## src/hdl/dftd_pkg.sv

```systemverilog
// Shared constants, types and the microcode table for the dual filter tilt detector.
// No dependencies; every other file in hdl/ imports this package.

package dftd_pkg;

    localparam int FRAC_BITS   = 16;
    localparam int SAMPLE_BITS = 16;
    localparam int TEST_FRAC   = 8;
    localparam int Q_BITS      = 16;

    localparam int IN_W    = 16;
    localparam int IN_TW   = ((3 * IN_W + 7) / 8) * 8;
    localparam int OUT_TW  = 8;
    localparam int ALPHA_W = 16;
    localparam int C2_W    = 17;
    localparam int CFG_AW  = 2;
    localparam int CFG_DW  = 17;

    localparam int Y_W    = SAMPLE_BITS + FRAC_BITS;
    localparam int D_W    = Y_W + 1;
    localparam int SH_W   = FRAC_BITS - TEST_FRAC;
    localparam int V_W    = Y_W - SH_W;
    localparam int SQ_W   = 2 * V_W - 1;
    localparam int N2_W   = SQ_W + 1;
    localparam int HALF_W = N2_W / 2;
    localparam int A_W    = D_W;
    localparam int B_W    = V_W + 1;
    localparam int P_W    = A_W + B_W;
    localparam int PART_W = C2_W + HALF_W;
    localparam int CMP_W  = PART_W + HALF_W;

    localparam int PC_W     = 5;
    localparam int PROG_LEN = 23;
    localparam int LAST_PC  = PROG_LEN - 1;

    localparam logic [ALPHA_W-1:0] ALPHA_SLOW_RST = ALPHA_W'(328);
    localparam logic [ALPHA_W-1:0] ALPHA_FAST_RST = ALPHA_W'(6554);
    localparam logic [C2_W-1:0]    COS_SQ_RST     = C2_W'(49152);
    localparam logic signed [Y_W-1:0] Y_UP_RST =
        Y_W'(longint'(1) << (SAMPLE_BITS - 2 + FRAC_BITS));

    typedef enum logic [2:0] {
        OP_NONE,
        OP_FILT,
        OP_SQ,
        OP_CLO,
        OP_CHI
    } op_t;

    typedef enum logic [1:0] {
        C_NEVER,
        C_IN_EMPTY,
        C_OUT_BUSY
    } cond_t;

    typedef enum logic [CFG_AW-1:0] {
        REG_ALPHA_SLOW,
        REG_ALPHA_FAST,
        REG_COS_FRONT,
        REG_COS_DOWN
    } reg_idx_t;

    typedef struct packed {
        logic            take;
        logic            emit;
        op_t             op;
        logic            filt;
        logic [1:0]      axis;
        logic            down;
        cond_t           cond;
        logic [PC_W-1:0] target;
    } cw_t;

    typedef struct packed {
        op_t        op;
        logic       filt;
        logic [1:0] axis;
        logic       down;
    } tag_t;

    localparam cw_t NOP_WORD = '{take: 1'b0, emit: 1'b0, op: OP_NONE, filt: 1'b0,
                                 axis: 2'd0, down: 1'b0, cond: C_NEVER, target: '0};

    function automatic cw_t op_word(input op_t op, input logic filt,
                                    input logic [1:0] axis, input logic down);
        cw_t w;
        w      = NOP_WORD;
        w.op   = op;
        w.filt = filt;
        w.axis = axis;
        w.down = down;
        return w;
    endfunction

    // accept, filter updates, squares, the two-part threshold products, then the output step
    function automatic cw_t ucode(input logic [PC_W-1:0] pc);
        cw_t w;
        w = NOP_WORD;
        case (pc)
            PC_W'(0): begin
                w.take   = 1'b1;
                w.cond   = C_IN_EMPTY;
                w.target = PC_W'(0);
            end
            PC_W'(1):  w = op_word(OP_FILT, 1'b0, 2'd0, 1'b0);
            PC_W'(2):  w = op_word(OP_FILT, 1'b0, 2'd1, 1'b0);
            PC_W'(3):  w = op_word(OP_FILT, 1'b0, 2'd2, 1'b0);
            PC_W'(4):  w = op_word(OP_FILT, 1'b1, 2'd0, 1'b0);
            PC_W'(5):  w = op_word(OP_FILT, 1'b1, 2'd1, 1'b0);
            PC_W'(6):  w = op_word(OP_FILT, 1'b1, 2'd2, 1'b0);
            PC_W'(7):  w = op_word(OP_SQ,   1'b0, 2'd0, 1'b0);
            PC_W'(8):  w = op_word(OP_SQ,   1'b0, 2'd1, 1'b0);
            PC_W'(9):  w = op_word(OP_SQ,   1'b0, 2'd2, 1'b0);
            PC_W'(10): w = op_word(OP_SQ,   1'b1, 2'd0, 1'b0);
            PC_W'(11): w = op_word(OP_SQ,   1'b1, 2'd1, 1'b0);
            PC_W'(12): w = op_word(OP_SQ,   1'b1, 2'd2, 1'b0);
            PC_W'(13): w = op_word(OP_CLO,  1'b0, 2'd0, 1'b0);
            PC_W'(14): w = op_word(OP_CHI,  1'b0, 2'd0, 1'b0);
            PC_W'(15): w = op_word(OP_CLO,  1'b0, 2'd0, 1'b1);
            PC_W'(16): w = op_word(OP_CHI,  1'b0, 2'd0, 1'b1);
            PC_W'(17): w = op_word(OP_CLO,  1'b1, 2'd0, 1'b0);
            PC_W'(18): w = op_word(OP_CHI,  1'b1, 2'd0, 1'b0);
            PC_W'(19): w = op_word(OP_CLO,  1'b1, 2'd0, 1'b1);
            PC_W'(20): w = op_word(OP_CHI,  1'b1, 2'd0, 1'b1);
            PC_W'(LAST_PC): begin
                w.emit   = 1'b1;
                w.cond   = C_OUT_BUSY;
                w.target = PC_W'(LAST_PC);
            end
            default: w = NOP_WORD;
        endcase
        return w;
    endfunction

endpackage

```

## src/hdl/dftd_seq.sv

```systemverilog
// Microcode sequencer: step counter, conditional jumps and the control word ROM.
// Depends on dftd_pkg.

module dftd_seq (
    input  logic           aclk,
    input  logic           aresetn,
    input  logic           in_valid,
    input  logic           out_busy,
    output dftd_pkg::cw_t  cw
);
    import dftd_pkg::*;

    logic [PC_W-1:0] pc_reg;
    logic [PC_W-1:0] pc_next;
    logic            jump;

    assign cw = ucode(pc_reg);

    always_comb begin
        case (cw.cond)
            C_IN_EMPTY: jump = !in_valid;
            C_OUT_BUSY: jump = out_busy;
            default:    jump = 1'b0;
        endcase
        if (jump) begin
            pc_next = cw.target;
        end else if (pc_reg == PC_W'(LAST_PC)) begin
            pc_next = '0;
        end else begin
            pc_next = pc_reg + PC_W'(1);
        end
    end

    always_ff @(posedge aclk) begin
        if (!aresetn) begin
            pc_reg <= '0;
        end else begin
            pc_reg <= pc_next;
        end
    end

endmodule

```

## src/hdl/dftd_dp.sv

```systemverilog
// Datapath: config registers, filter state, shared multiplier, threshold compare, output beat.
// Depends on dftd_pkg; driven by the control word from dftd_seq.

module dftd_dp (
    input  logic                          aclk,
    input  logic                          aresetn,
    input  logic                          cfg_we,
    input  logic [dftd_pkg::CFG_AW-1:0]   cfg_addr,
    input  logic [dftd_pkg::CFG_DW-1:0]   cfg_wdata,
    input  logic                          s_tvalid,
    input  logic [dftd_pkg::IN_TW-1:0]    s_tdata,
    input  logic                          m_tready,
    input  dftd_pkg::cw_t                 cw,
    output logic                          out_busy,
    output logic                          m_tvalid,
    output logic [dftd_pkg::OUT_TW-1:0]   m_tdata
);
    import dftd_pkg::*;

    logic [ALPHA_W-1:0] alpha_slow_reg;
    logic [ALPHA_W-1:0] alpha_fast_reg;
    logic [C2_W-1:0]    cos_front_reg;
    logic [C2_W-1:0]    cos_down_reg;

    logic signed [SAMPLE_BITS-1:0] samp_reg [3];
    logic signed [Y_W-1:0]         y_reg [2][3];
    logic [N2_W-1:0]               n2_reg [2];
    logic [SQ_W-1:0]               cx_reg [2];
    logic [SQ_W-1:0]               cz_reg [2];
    logic [PART_W-1:0]             t_reg;
    logic [3:0]                    flag_reg;
    logic                          rec_reg;
    logic signed [P_W-1:0]         prod_reg;
    tag_t                          tag_reg;
    logic                          m_tvalid_reg;
    logic [OUT_TW-1:0]             m_tdata_reg;

    logic                          accept;
    logic                          emit_fire;
    logic                          rec_next;
    logic signed [SAMPLE_BITS-1:0] samp_sel;
    logic signed [Y_W-1:0]         y_sel;
    logic signed [Y_W-1:0]         x_ext;
    logic signed [D_W-1:0]         diff;
    logic [V_W-1:0]                v_sel;
    logic [N2_W-1:0]               n2_sel;
    logic [ALPHA_W-1:0]            alpha_sel;
    logic [C2_W-1:0]               c2_sel;
    logic signed [A_W-1:0]         op_a;
    logic signed [B_W-1:0]         op_b;

    logic signed [Y_W-1:0]         y_wb;
    logic signed [P_W-1:0]         rnd;
    logic signed [P_W-1:0]         step;
    logic [Y_W-1:0]                y_upd;
    logic [SQ_W-1:0]               sq;
    logic [PART_W-1:0]             part;
    logic [SQ_W-1:0]               comp;
    logic [C2_W-1:0]               c2_wb;
    logic [CMP_W-1:0]              lhs;
    logic [CMP_W-1:0]              rhs;
    logic                          sign_ok;
    logic                          pass;

    assign accept    = s_tvalid && cw.take;
    assign out_busy  = m_tvalid_reg && !m_tready;
    assign emit_fire = cw.emit && !out_busy;
    assign m_tvalid  = m_tvalid_reg;
    assign m_tdata   = m_tdata_reg;

    // operand select for the issuing step
    always_comb begin
        case (cw.axis)
            2'd0: begin
                samp_sel = samp_reg[0];
                y_sel    = y_reg[cw.filt][0];
            end
            2'd1: begin
                samp_sel = samp_reg[1];
                y_sel    = y_reg[cw.filt][1];
            end
            default: begin
                samp_sel = samp_reg[2];
                y_sel    = y_reg[cw.filt][2];
            end
        endcase
        x_ext     = $signed({samp_sel, {FRAC_BITS{1'b0}}});
        diff      = $signed({x_ext[Y_W-1], x_ext}) - $signed({y_sel[Y_W-1], y_sel});
        v_sel     = y_sel[Y_W-1:SH_W];
        n2_sel    = n2_reg[cw.filt];
        alpha_sel = cw.filt ? alpha_fast_reg : alpha_slow_reg;
        c2_sel    = cw.down ? cos_down_reg : cos_front_reg;
        case (cw.op)
            OP_FILT: begin
                op_a = diff;
                op_b = $signed({{(B_W-ALPHA_W){1'b0}}, alpha_sel});
            end
            OP_SQ: begin
                op_a = $signed({{(A_W-V_W){v_sel[V_W-1]}}, v_sel});
                op_b = $signed({{(B_W-V_W){v_sel[V_W-1]}}, v_sel});
            end
            OP_CLO: begin
                op_a = $signed({{(A_W-HALF_W){1'b0}}, n2_sel[HALF_W-1:0]});
                op_b = $signed({{(B_W-C2_W){1'b0}}, c2_sel});
            end
            OP_CHI: begin
                op_a = $signed({{(A_W-HALF_W){1'b0}}, n2_sel[N2_W-1:HALF_W]});
                op_b = $signed({{(B_W-C2_W){1'b0}}, c2_sel});
            end
            default: begin
                op_a = '0;
                op_b = '0;
            end
        endcase
    end

    // write-back of the product issued in the previous step
    always_comb begin
        case (tag_reg.axis)
            2'd0:    y_wb = y_reg[tag_reg.filt][0];
            2'd1:    y_wb = y_reg[tag_reg.filt][1];
            default: y_wb = y_reg[tag_reg.filt][2];
        endcase
        rnd     = prod_reg + P_W'(longint'(1) << (Q_BITS - 1));
        step    = rnd >>> Q_BITS;
        y_upd   = y_wb + step[Y_W-1:0];
        sq      = prod_reg[SQ_W-1:0];
        part    = prod_reg[PART_W-1:0];
        comp    = tag_reg.down ? cz_reg[tag_reg.filt] : cx_reg[tag_reg.filt];
        c2_wb   = tag_reg.down ? cos_down_reg : cos_front_reg;
        lhs     = CMP_W'({comp, {Q_BITS{1'b0}}});
        rhs     = CMP_W'(t_reg) + (CMP_W'(part) << HALF_W);
        sign_ok = tag_reg.down
                ? (!y_reg[tag_reg.filt][2][Y_W-1] && (|y_reg[tag_reg.filt][2][Y_W-2:SH_W]))
                : y_reg[tag_reg.filt][0][Y_W-1];
        pass    = sign_ok && !c2_wb[C2_W-1] && (lhs > rhs);
    end

    always_comb begin
        if (flag_reg[0] || flag_reg[1]) begin
            rec_next = 1'b1;
        end else if (flag_reg[2] && flag_reg[3]) begin
            rec_next = 1'b0;
        end else begin
            rec_next = rec_reg;
        end
    end

    always_ff @(posedge aclk) begin
        if (!aresetn) begin
            alpha_slow_reg <= ALPHA_SLOW_RST;
            alpha_fast_reg <= ALPHA_FAST_RST;
            cos_front_reg  <= COS_SQ_RST;
            cos_down_reg   <= COS_SQ_RST;
        end else if (cfg_we) begin
            case (reg_idx_t'(cfg_addr))
                REG_ALPHA_SLOW: alpha_slow_reg <= cfg_wdata[ALPHA_W-1:0];
                REG_ALPHA_FAST: alpha_fast_reg <= cfg_wdata[ALPHA_W-1:0];
                REG_COS_FRONT:  cos_front_reg  <= cfg_wdata[C2_W-1:0];
                REG_COS_DOWN:   cos_down_reg   <= cfg_wdata[C2_W-1:0];
                default: ;
            endcase
        end
    end

    always_ff @(posedge aclk) begin
        if (!aresetn) begin
            for (int f = 0; f < 2; f++) begin
                y_reg[f][0] <= '0;
                y_reg[f][1] <= '0;
                y_reg[f][2] <= Y_UP_RST;
            end
            tag_reg      <= '{op: OP_NONE, filt: 1'b0, axis: 2'd0, down: 1'b0};
            rec_reg      <= 1'b0;
            m_tvalid_reg <= 1'b0;
        end else begin
            tag_reg <= '{op: cw.op, filt: cw.filt, axis: cw.axis, down: cw.down};
            if (tag_reg.op == OP_FILT) begin
                y_reg[tag_reg.filt][tag_reg.axis] <= y_upd;
            end
            if (emit_fire) begin
                rec_reg      <= rec_next;
                m_tvalid_reg <= 1'b1;
            end else if (m_tready) begin
                m_tvalid_reg <= 1'b0;
            end
        end
    end

    always_ff @(posedge aclk) begin
        if (accept) begin
            for (int i = 0; i < 3; i++) begin
                samp_reg[i] <= s_tdata[i*IN_W +: SAMPLE_BITS];
            end
        end
        prod_reg <= P_W'(op_a) * P_W'(op_b);
        case (tag_reg.op)
            OP_SQ: begin
                case (tag_reg.axis)
                    2'd0: begin
                        n2_reg[tag_reg.filt] <= N2_W'(sq);
                        cx_reg[tag_reg.filt] <= sq;
                    end
                    2'd1: n2_reg[tag_reg.filt] <= n2_reg[tag_reg.filt] + N2_W'(sq);
                    default: begin
                        n2_reg[tag_reg.filt] <= n2_reg[tag_reg.filt] + N2_W'(sq);
                        cz_reg[tag_reg.filt] <= sq;
                    end
                endcase
            end
            OP_CLO:  t_reg <= part;
            OP_CHI:  flag_reg[{tag_reg.down, tag_reg.filt}] <= pass;
            default: ;
        endcase
        if (emit_fire) begin
            m_tdata_reg <= OUT_TW'({flag_reg, rec_next});
        end
    end

endmodule

```

## src/hdl/dual_filter_tilt_detector_core.sv

```systemverilog
// Top level of the dual filter tilt detector: sequencer plus datapath.
// Depends on dftd_pkg, dftd_seq and dftd_dp.
//
//   channel  dir  beat contents (lowest bit first)
//   s_       in   tdata: accel_x[15:0], accel_y[31:16], accel_z[47:32]
//   m_       out  tdata: recording, slow_front, fast_front, slow_down, fast_down, 3 zero
//   cfg_     in   index 0 alpha_slow, 1 alpha_fast, 2 cos_sq_front, 3 cos_sq_down
//
// Each sample runs 20 products through the one shared multiplier,
// issued one per step by the microcode, plus the accept, write-back and output steps.
// Reset is synchronous; filters restart at rest (z up) and the flag clears.
// A result waits in the output register while the next sample is taken; the
// sequencer holds at its last step only if that register is still full.

module dual_filter_tilt_detector_core (
    input  logic                          aclk,
    input  logic                          aresetn,
    input  logic                          cfg_we,
    input  logic [dftd_pkg::CFG_AW-1:0]   cfg_addr,
    input  logic [dftd_pkg::CFG_DW-1:0]   cfg_wdata,
    input  logic                          s_tvalid,
    output logic                          s_tready,
    input  logic [dftd_pkg::IN_TW-1:0]    s_tdata,   // accel_x, accel_y, accel_z
    output logic                          m_tvalid,
    input  logic                          m_tready,
    output logic [dftd_pkg::OUT_TW-1:0]   m_tdata    // recording, slow_front, fast_front,
                                                     // slow_down, fast_down
);
    import dftd_pkg::*;

    cw_t  cw;
    logic out_busy;

    assign s_tready = cw.take;

    dftd_seq u_seq (
        .aclk     (aclk),
        .aresetn  (aresetn),
        .in_valid (s_tvalid),
        .out_busy (out_busy),
        .cw       (cw)
    );

    dftd_dp u_dp (
        .aclk      (aclk),
        .aresetn   (aresetn),
        .cfg_we    (cfg_we),
        .cfg_addr  (cfg_addr),
        .cfg_wdata (cfg_wdata),
        .s_tvalid  (s_tvalid),
        .s_tdata   (s_tdata),
        .m_tready  (m_tready),
        .cw        (cw),
        .out_busy  (out_busy),
        .m_tvalid  (m_tvalid),
        .m_tdata   (m_tdata)
    );

endmodule

```

## config.mk

```make
export PLATFORM = sky130hd
export DESIGN_NAME = dual_filter_tilt_detector_core
export DESIGN_NICKNAME = d
export VERILOG_FILES = /design/src/hdl/dftd_pkg.sv /design/src/hdl/dftd_seq.sv /design/src/hdl/dftd_dp.sv /design/src/hdl/dual_filter_tilt_detector_core.sv
export SDC_FILE = /design/constraint.sdc
export NUM_CORES = 2
export LEC_CHECK = 0
export BUFFER_PORTS_ARGS = -buffer_cell sky130_fd_sc_hd__buf_2
export CAP_MARGIN = 10
export CORE_AREA = 2 2 358 360
export CTS_CLUSTER_DIAMETER = 60
export DETAILED_ROUTE_END_ITERATION = 12
export DIE_AREA = 0 0 360 362
export MAX_ROUTING_LAYER = met4
export PLACE_DENSITY = 0.73
export SLEW_MARGIN = 5
export SYNTH_ARGS = -nofsm -noshare
export SYNTH_HDL_FRONTEND = slang
export SYNTH_SLANG_ARGS = --single-unit
export TNS_END_PERCENT = 10
```

## constraint.sdc

```tcl
create_clock -name aclk -period 19.27 [get_ports aclk]
set_input_delay 2.8905 -clock aclk [delete_from_list [all_inputs] [get_ports aclk]]
set_output_delay 2.8905 -clock aclk [all_outputs]
set_load 0.1 [all_outputs]
```

Yosys cells after proc, flatten, opt, wreduce, memory -nomap -nowiden --
Memories as Yosys holds them, arrays and structs flattened. A register that Yosys moved wholly into a read port is not among the register bits. Cells that the tools add are included. W data, S select, Z words.
Cells by class: add/subtract/negate cells 6, multiply operators 1, order comparisons 5, equality and inequality tests 36, mux-type cells 50, bitwise gates (word level) 3, reduce and logical (&&, ||, !) cells 28
Operators by type and width (number):
- $mux W96 | 3
- $pmux W7 S20 | 1
- $pmux W33 S4 | 1
- $pmux W32 S2 | 2
- $mux W48 | 2
- $reduce_or A96 Y1 | 1
- $pmux W25 S3 | 1
- $add A41 B65 Y65 | 1
- $gt A63 B65 Y1 | 1
- $demux W32 S2 | 1
- $add A48 B17 Y48 const B | 1
- $add A48 B47 Y48 | 1
- $mul A33 B25 Y48 | 1
- $mux W47 | 1
- $eq A5 B4 Y1 const B | 8
- $mux W17 | 2
- $sub A32 B32 Y33 | 1
- $add A32 B32 Y32 | 1
- $mux W32 | 1
- $pmux W16 S2 | 1
- $eq A5 B5 Y1 const B | 6
- $mux W1 | 27
- $reduce_or A23 Y1 | 1
- $eq A5 B3 Y1 const B | 4
- 28 further kinds | 59
Word-level totals: register bits 178, RAM bits 524, output and inout port bits 10, memories 5
Memory list:
- u_dp.y_reg | words 2, width 96, read ports 2, clocked after Yosys merged registers in 1, wr ports 2, line dftd_dp.sv:26 | logic signed [Y_W-1:0] y_reg [2][3];
- u_dp.n2_reg | words 2, width 48, read ports 2, clocked after Yosys merged registers in 1, wr ports 1, line dftd_dp.sv:27 | logic [N2_W-1:0] n2_reg [2];
- u_dp.cx_reg | words 2, width 47, read ports 1, clocked after Yosys merged registers in 1, wr ports 1, line dftd_dp.sv:28 | logic [SQ_W-1:0] cx_reg [2];
- u_dp.cz_reg | words 2, width 47, read ports 1, clocked after Yosys merged registers in 1, wr ports 1, line dftd_dp.sv:29 | logic [SQ_W-1:0] cz_reg [2];
- u_dp.samp_reg | words 3, width 16, read ports 3, clocked after Yosys merged registers in 0, wr ports 3, line dftd_dp.sv:25 | logic signed [SAMPLE_BITS-1:0] samp_reg [3];

Longest topological paths before layout --
depth after elaboration 8, depth in mapped cells 53, depth with buffers taken out 45

Modules after synthesis --
A second synthesis with hierarchy kept.
Second synthesis, totals: cell total of the unflattened synthesis 6089, area total of the unflattened synthesis 62772.7 sq um
By module, submodules not included:
- dftd_dp | times used 1, cells each 5995, area each 62113.3 sq um, sequential area each 19718.9 sq um
- dftd_seq | times used 1, cells each 94, area each 659.4 sq um, sequential area each 100.1 sq um

Worst setup path after synthesis --
Ideal clock, no wire load.
path kind reg2reg, start reg u_seq.pc_reg[1], end reg u_dp.prod_reg[47], setup time 0.129 ns, arrival 11.470 ns, required time 19.141 ns, slack 7.670 ns, cell stages (with the launch flop) 44, clock period less this slack 11.600 ns, path through dfxtp_1 > inv_1 > ha_1 > buf_6 > mux4_2 > nand2_1 > buf_2 > buf_2 > buf_1 > clkbuf_1 > clkbuf_1 > buf_1 > buf_1 > a31oi_1 > ha_1 > nand2_1 > or4b_4 > or4_1 > [... 8 more ...] > fa_1 > inv_1 > fa_1 > fa_1 > inv_1 > fa_1 > fa_1 > inv_1 > fa_1 > inv_1 > ha_1 > nand2_1 > or3_1 > o31ai_1 > nand4_1 > and3b_1 > nor4_1 > xnor3_1
Between the ends: cells in the longest elaborated chain, start to end 7, elaborated cells between the ends (all ways) 38, classes of those cells 1 x add/sub; 1 x mul; 25 x eq/ne; 7 x mux; 2 x reduce/logical; 2 x memory
Ends and longest elaborated chain:
- from (decl) | line dftd_seq.sv:13 | logic [PC_W-1:0] pc_reg;
- from (signal assigned) | line dftd_seq.sv:38 | pc_reg <= pc_next;
- $eq A5 B5 Y1 (tied with other cells) | line dftd_pkg.sv:99 | case (pc)
- $pmux W7 S20 * | line dftd_pkg.sv:99
- $mem_v2 Z2 W96 (tied with other cells)
- $pmux W32 S2 / $pmux W16 S2 (equally long branches) | line dftd_dp.sv:73 | case (cw.axis)
- $sub A32 B32 Y33 | line dftd_dp.sv:88 | diff = $signed({x_ext[Y_W-1], x_ext}) - $signed({y_sel[Y_W-1], y_sel});
- $pmux W33 S4 | line dftd_dp.sv:93 | case (cw.op)
- $mul A33 B25 Y48 * | line dftd_dp.sv:196 | prod_reg <= P_W'(op_a) * P_W'(op_b);
- to (signal assigned) | line dftd_dp.sv:196
- to (decl) | line dftd_dp.sv:33 | logic signed [P_W-1:0] prod_reg;
Mark *: on every way between the ends. The rest lies on a longest branch, timed or not. A chain may end at the register's enable or synchronous reset.

Worst setup path after layout --
start reg u_seq.pc_reg[0], end reg u_dp.prod_reg[47]
The elaborated chain is that of the path after synthesis.

==> impl_metrics.json <==
{
  "syn_area_per_cell_um2": 9.862,
  "cpPeakStageDelay_ns": 0.75,
  "areaGrowthSynthToFinish_pct": 7.460,
  "place_ws_ns": 6.051,
  "cp_slowest_cell": "buf_4",
  "whs_endpoint": "u_dp.m_tdata[2]",
  "gp_congestion": 1.001,
  "cts-resized-gates": 0,
  "path_common_cell": "fa_1",
  "grt-ovfl-total": 0,
  "hold_viol": 0,
  "grt_max_degree": 93,
  "tightest_slew_ns": 1.200,
  "clock_latency_ns": 0.65,
  "cts.sinks": 703,
  "synth_flop_cell": "edfxtp_1",
  "cts_buffers": 74,
  "ant_nets": 0,
  "finClkSkew_ns": 0.02071,
  "hold_depth": 0,
  "period_share_pct": 69.79,
  "antenna_found_initial": 4,
  "grt_pass1_vias": 48830,
  "crit_path_start_kind": "register",
  "syn_inst": 6359,
  "path_clk_slew_ns": 0.06,
  "async_flop_share_pct": 0,
  "endpoint_kind": "register",
  "grt_pass1_wl_um": 295300,
  "drcViolationCount": 0,
  "wl_per_cell_um": 24.21,
  "gr-usage-all-layers_pct": 30.91,
  "r2r_start": "u_seq.pc_reg[0]",
  "drive_gt1_share_pct": 8.618,
  "worst_slack_ns": 5.821,
  "die_y_um": 362,
  "netlist_area_um2": 62710,
  "via_per_inst": 5.950,
  "vias": 47870,
  "die_area_um2": 130300,
  "dp_hpwl_um": 142100,
  "synth-edff-count": 574,
  "timing.hold.ws_ns": 0.4525,
  "start_util_pct": 49.49,
  "largest_reg_flops": 192,
  "io_pins": 82,
  "r2r_setup_slack_ns": 5.82,
  "io_buffers": 78,
  "setup_tns_ns": 0,
  "rows": 131,
  "yosysWarningCount": 0,
  "placed_area_um2": 64950,
  "critPathKind": "reg2reg",
  "timing.rr.end": "u_dp.prod_reg[47]",
  "cp_max_fo": 57,
  "final_max_slew_viol_count": 0,
  "max-vdd-ir-drop_mv": 0.07794,
  "fp.coreArea_um2": 126700,
  "drt_iter0_drc": 5323,
  "setup_viol": 0,
  "min_period_ns": 13.45,
  "layout_common_cells": "967 x inv_1, 956 x nand2_1, 725 x fa_1",
  "hp-start": "u_dp.flag_reg[1]",
  "fmax_mhz": 74.36,
  "post-cts-setup-buffers": 0,
  "mostFrequentLayoutCell": "inv_1",
  "final_area_um2": 67390,
  "p_per_area_nw_per_um2": 80.48,
  "status": "complete, no violations",
  "die_w_um": 360,
  "cts_buffer_depth": 3,
  "clockRootBuffer": "clkbuf_16",
  "fin_nets": 7428,
  "rsz0062_at_grt": "false",
  "hp-class": "reg2reg",
  "synth_cell_types": 98,
  "p_leak_nw": 29.03,
  "critPathArrivalTime_ns": 13.97,
  "max-slew-margin-rel_pct": 17.90,
  "ys_seq_elements": 703,
  "reg2reg_depth": 42,
  "cts_hold_buf": 0,
  "htreeDepth": 3,
  "maxCapViolCount": 0,
  "critical_path_required_ns": 19.79,
  "first_pass_iters": 6,
  "synth_seq_area_share_pct": 31.60,
  "cts_tree": "done",
  "wirelength_um": 194800
}
[cells by family after synthesis]
group	count (synthesis)	synth area share [%]
flops	703	31.60
buf+inv	1275	7.789
fa+ha+maj	1036	29.35
xor+xnor	238	3.358
compound gates	889	9.200
mux	209	5.040
simple gates	2008	13.66
other cells	1	0.005980
[cell usage after synthesis (all sizes together), types with 61 or more instances]
| cell | instances | area share, % |
|---|---|---|
| inv | 967 | 5.8 |
| nand2 | 960 | 5.8 |
| fa | 725 | 23 |
| nor2 | 616 | 3.7 |
| edfxtp | 574 | 27 |
| ha | 310 | 6.2 |
| a21oi | 243 | 1.9 |
| clkbuf | 229 | 1.4 |
| o21ai | 197 | 1.6 |
| xnor2 | 150 | 2.1 |
| dfxtp | 129 | 4.1 |
| a21o | 91 | 1.1 |
| xor2 | 87 | 1.2 |
| nand3 | 86 | 0.69 |
| mux4 | 79 | 2.8 |
| buf | 76 | 0.61 |
| mux2i | 69 | 1.1 |
| mux2 | 61 | 1.1 |
[how the worst max path moves through the flow]
stage | slack [ns] | end | start
global route | 5.10 | u_dp.prod_reg[47] | u_seq.pc_reg[0]
floorplan | 7.67 | u_dp.prod_reg[47] | u_seq.pc_reg[1]
global placement | 6.28 | u_dp.prod_reg[47] | u_seq.pc_reg[0]
detailed placement | 6.05 | u_dp.prod_reg[47] | u_seq.pc_reg[0]
finish | 5.82 | u_dp.prod_reg[47] | u_seq.pc_reg[0]
CTS | 5.97 | u_dp.prod_reg[47] | u_seq.pc_reg[0]
[through the flow]
stage	power (mW)	utilization, %	instances
2_1_floorplan	3.222	-	6361
3_3_place_gp	3.890	51.26	7907
3_5_place_dp	3.936	51.26	7907
4_1_cts	5.374	53.18	8044
5_1_grt	5.656	53.19	8046
6_report	5.424	53.19	8046
[where the power goes]
part	total, mW	switching (mW)	internal, mW	leakage (nW)
Clock	1.45	0.630	0.817	1.20
Sequential	1.92	0.146	1.78	6.49
Combinational	2.05	1.35	0.702	21.3
Total	5.42	2.13	3.30	29.0
[worst max-delay path: cells and delay by family, from the launching register on]
kind | cells | cell delay [ns]
flip-flops | 1 | 0.41
adder cells (fa/ha/maj) | 10 | 4.43
multiplexers | 1 | 0.44
AND/OR/NAND/NOR | 13 | 3.54
XOR/XNOR | 2 | 0.83
AO/OA/AOI/OAI | 7 | 1.77
buffers and inverters | 9 | 1.81
[per-layer routing]
metal,vias to the layer above,share of wire (%),GRT usage [%]
met5,-,0,-
li1,20730,-,-
met3,593,11,5.829
met2,2856,46,47.58
met1,23700,38,39.08
met4,0,6.1,16.06
[area by class of cell]
| cell class | instances | area (µm²) |
|---|---|---|
| fill | 11060 | 59310 |
| multi-input combinational | 4383 | 38180 |
| sequential | 703 | 19830 |
| inverter | 970 | 3641 |
| tap | 1662 | 2079 |
| clock buffer | 97 | 2059 |
| timing repair buffer | 189 | 1224 |
| clock inverter | 40 | 377.9 |
| antenna | 2 | 5.005 |
(Power assumes the default switching activity.)
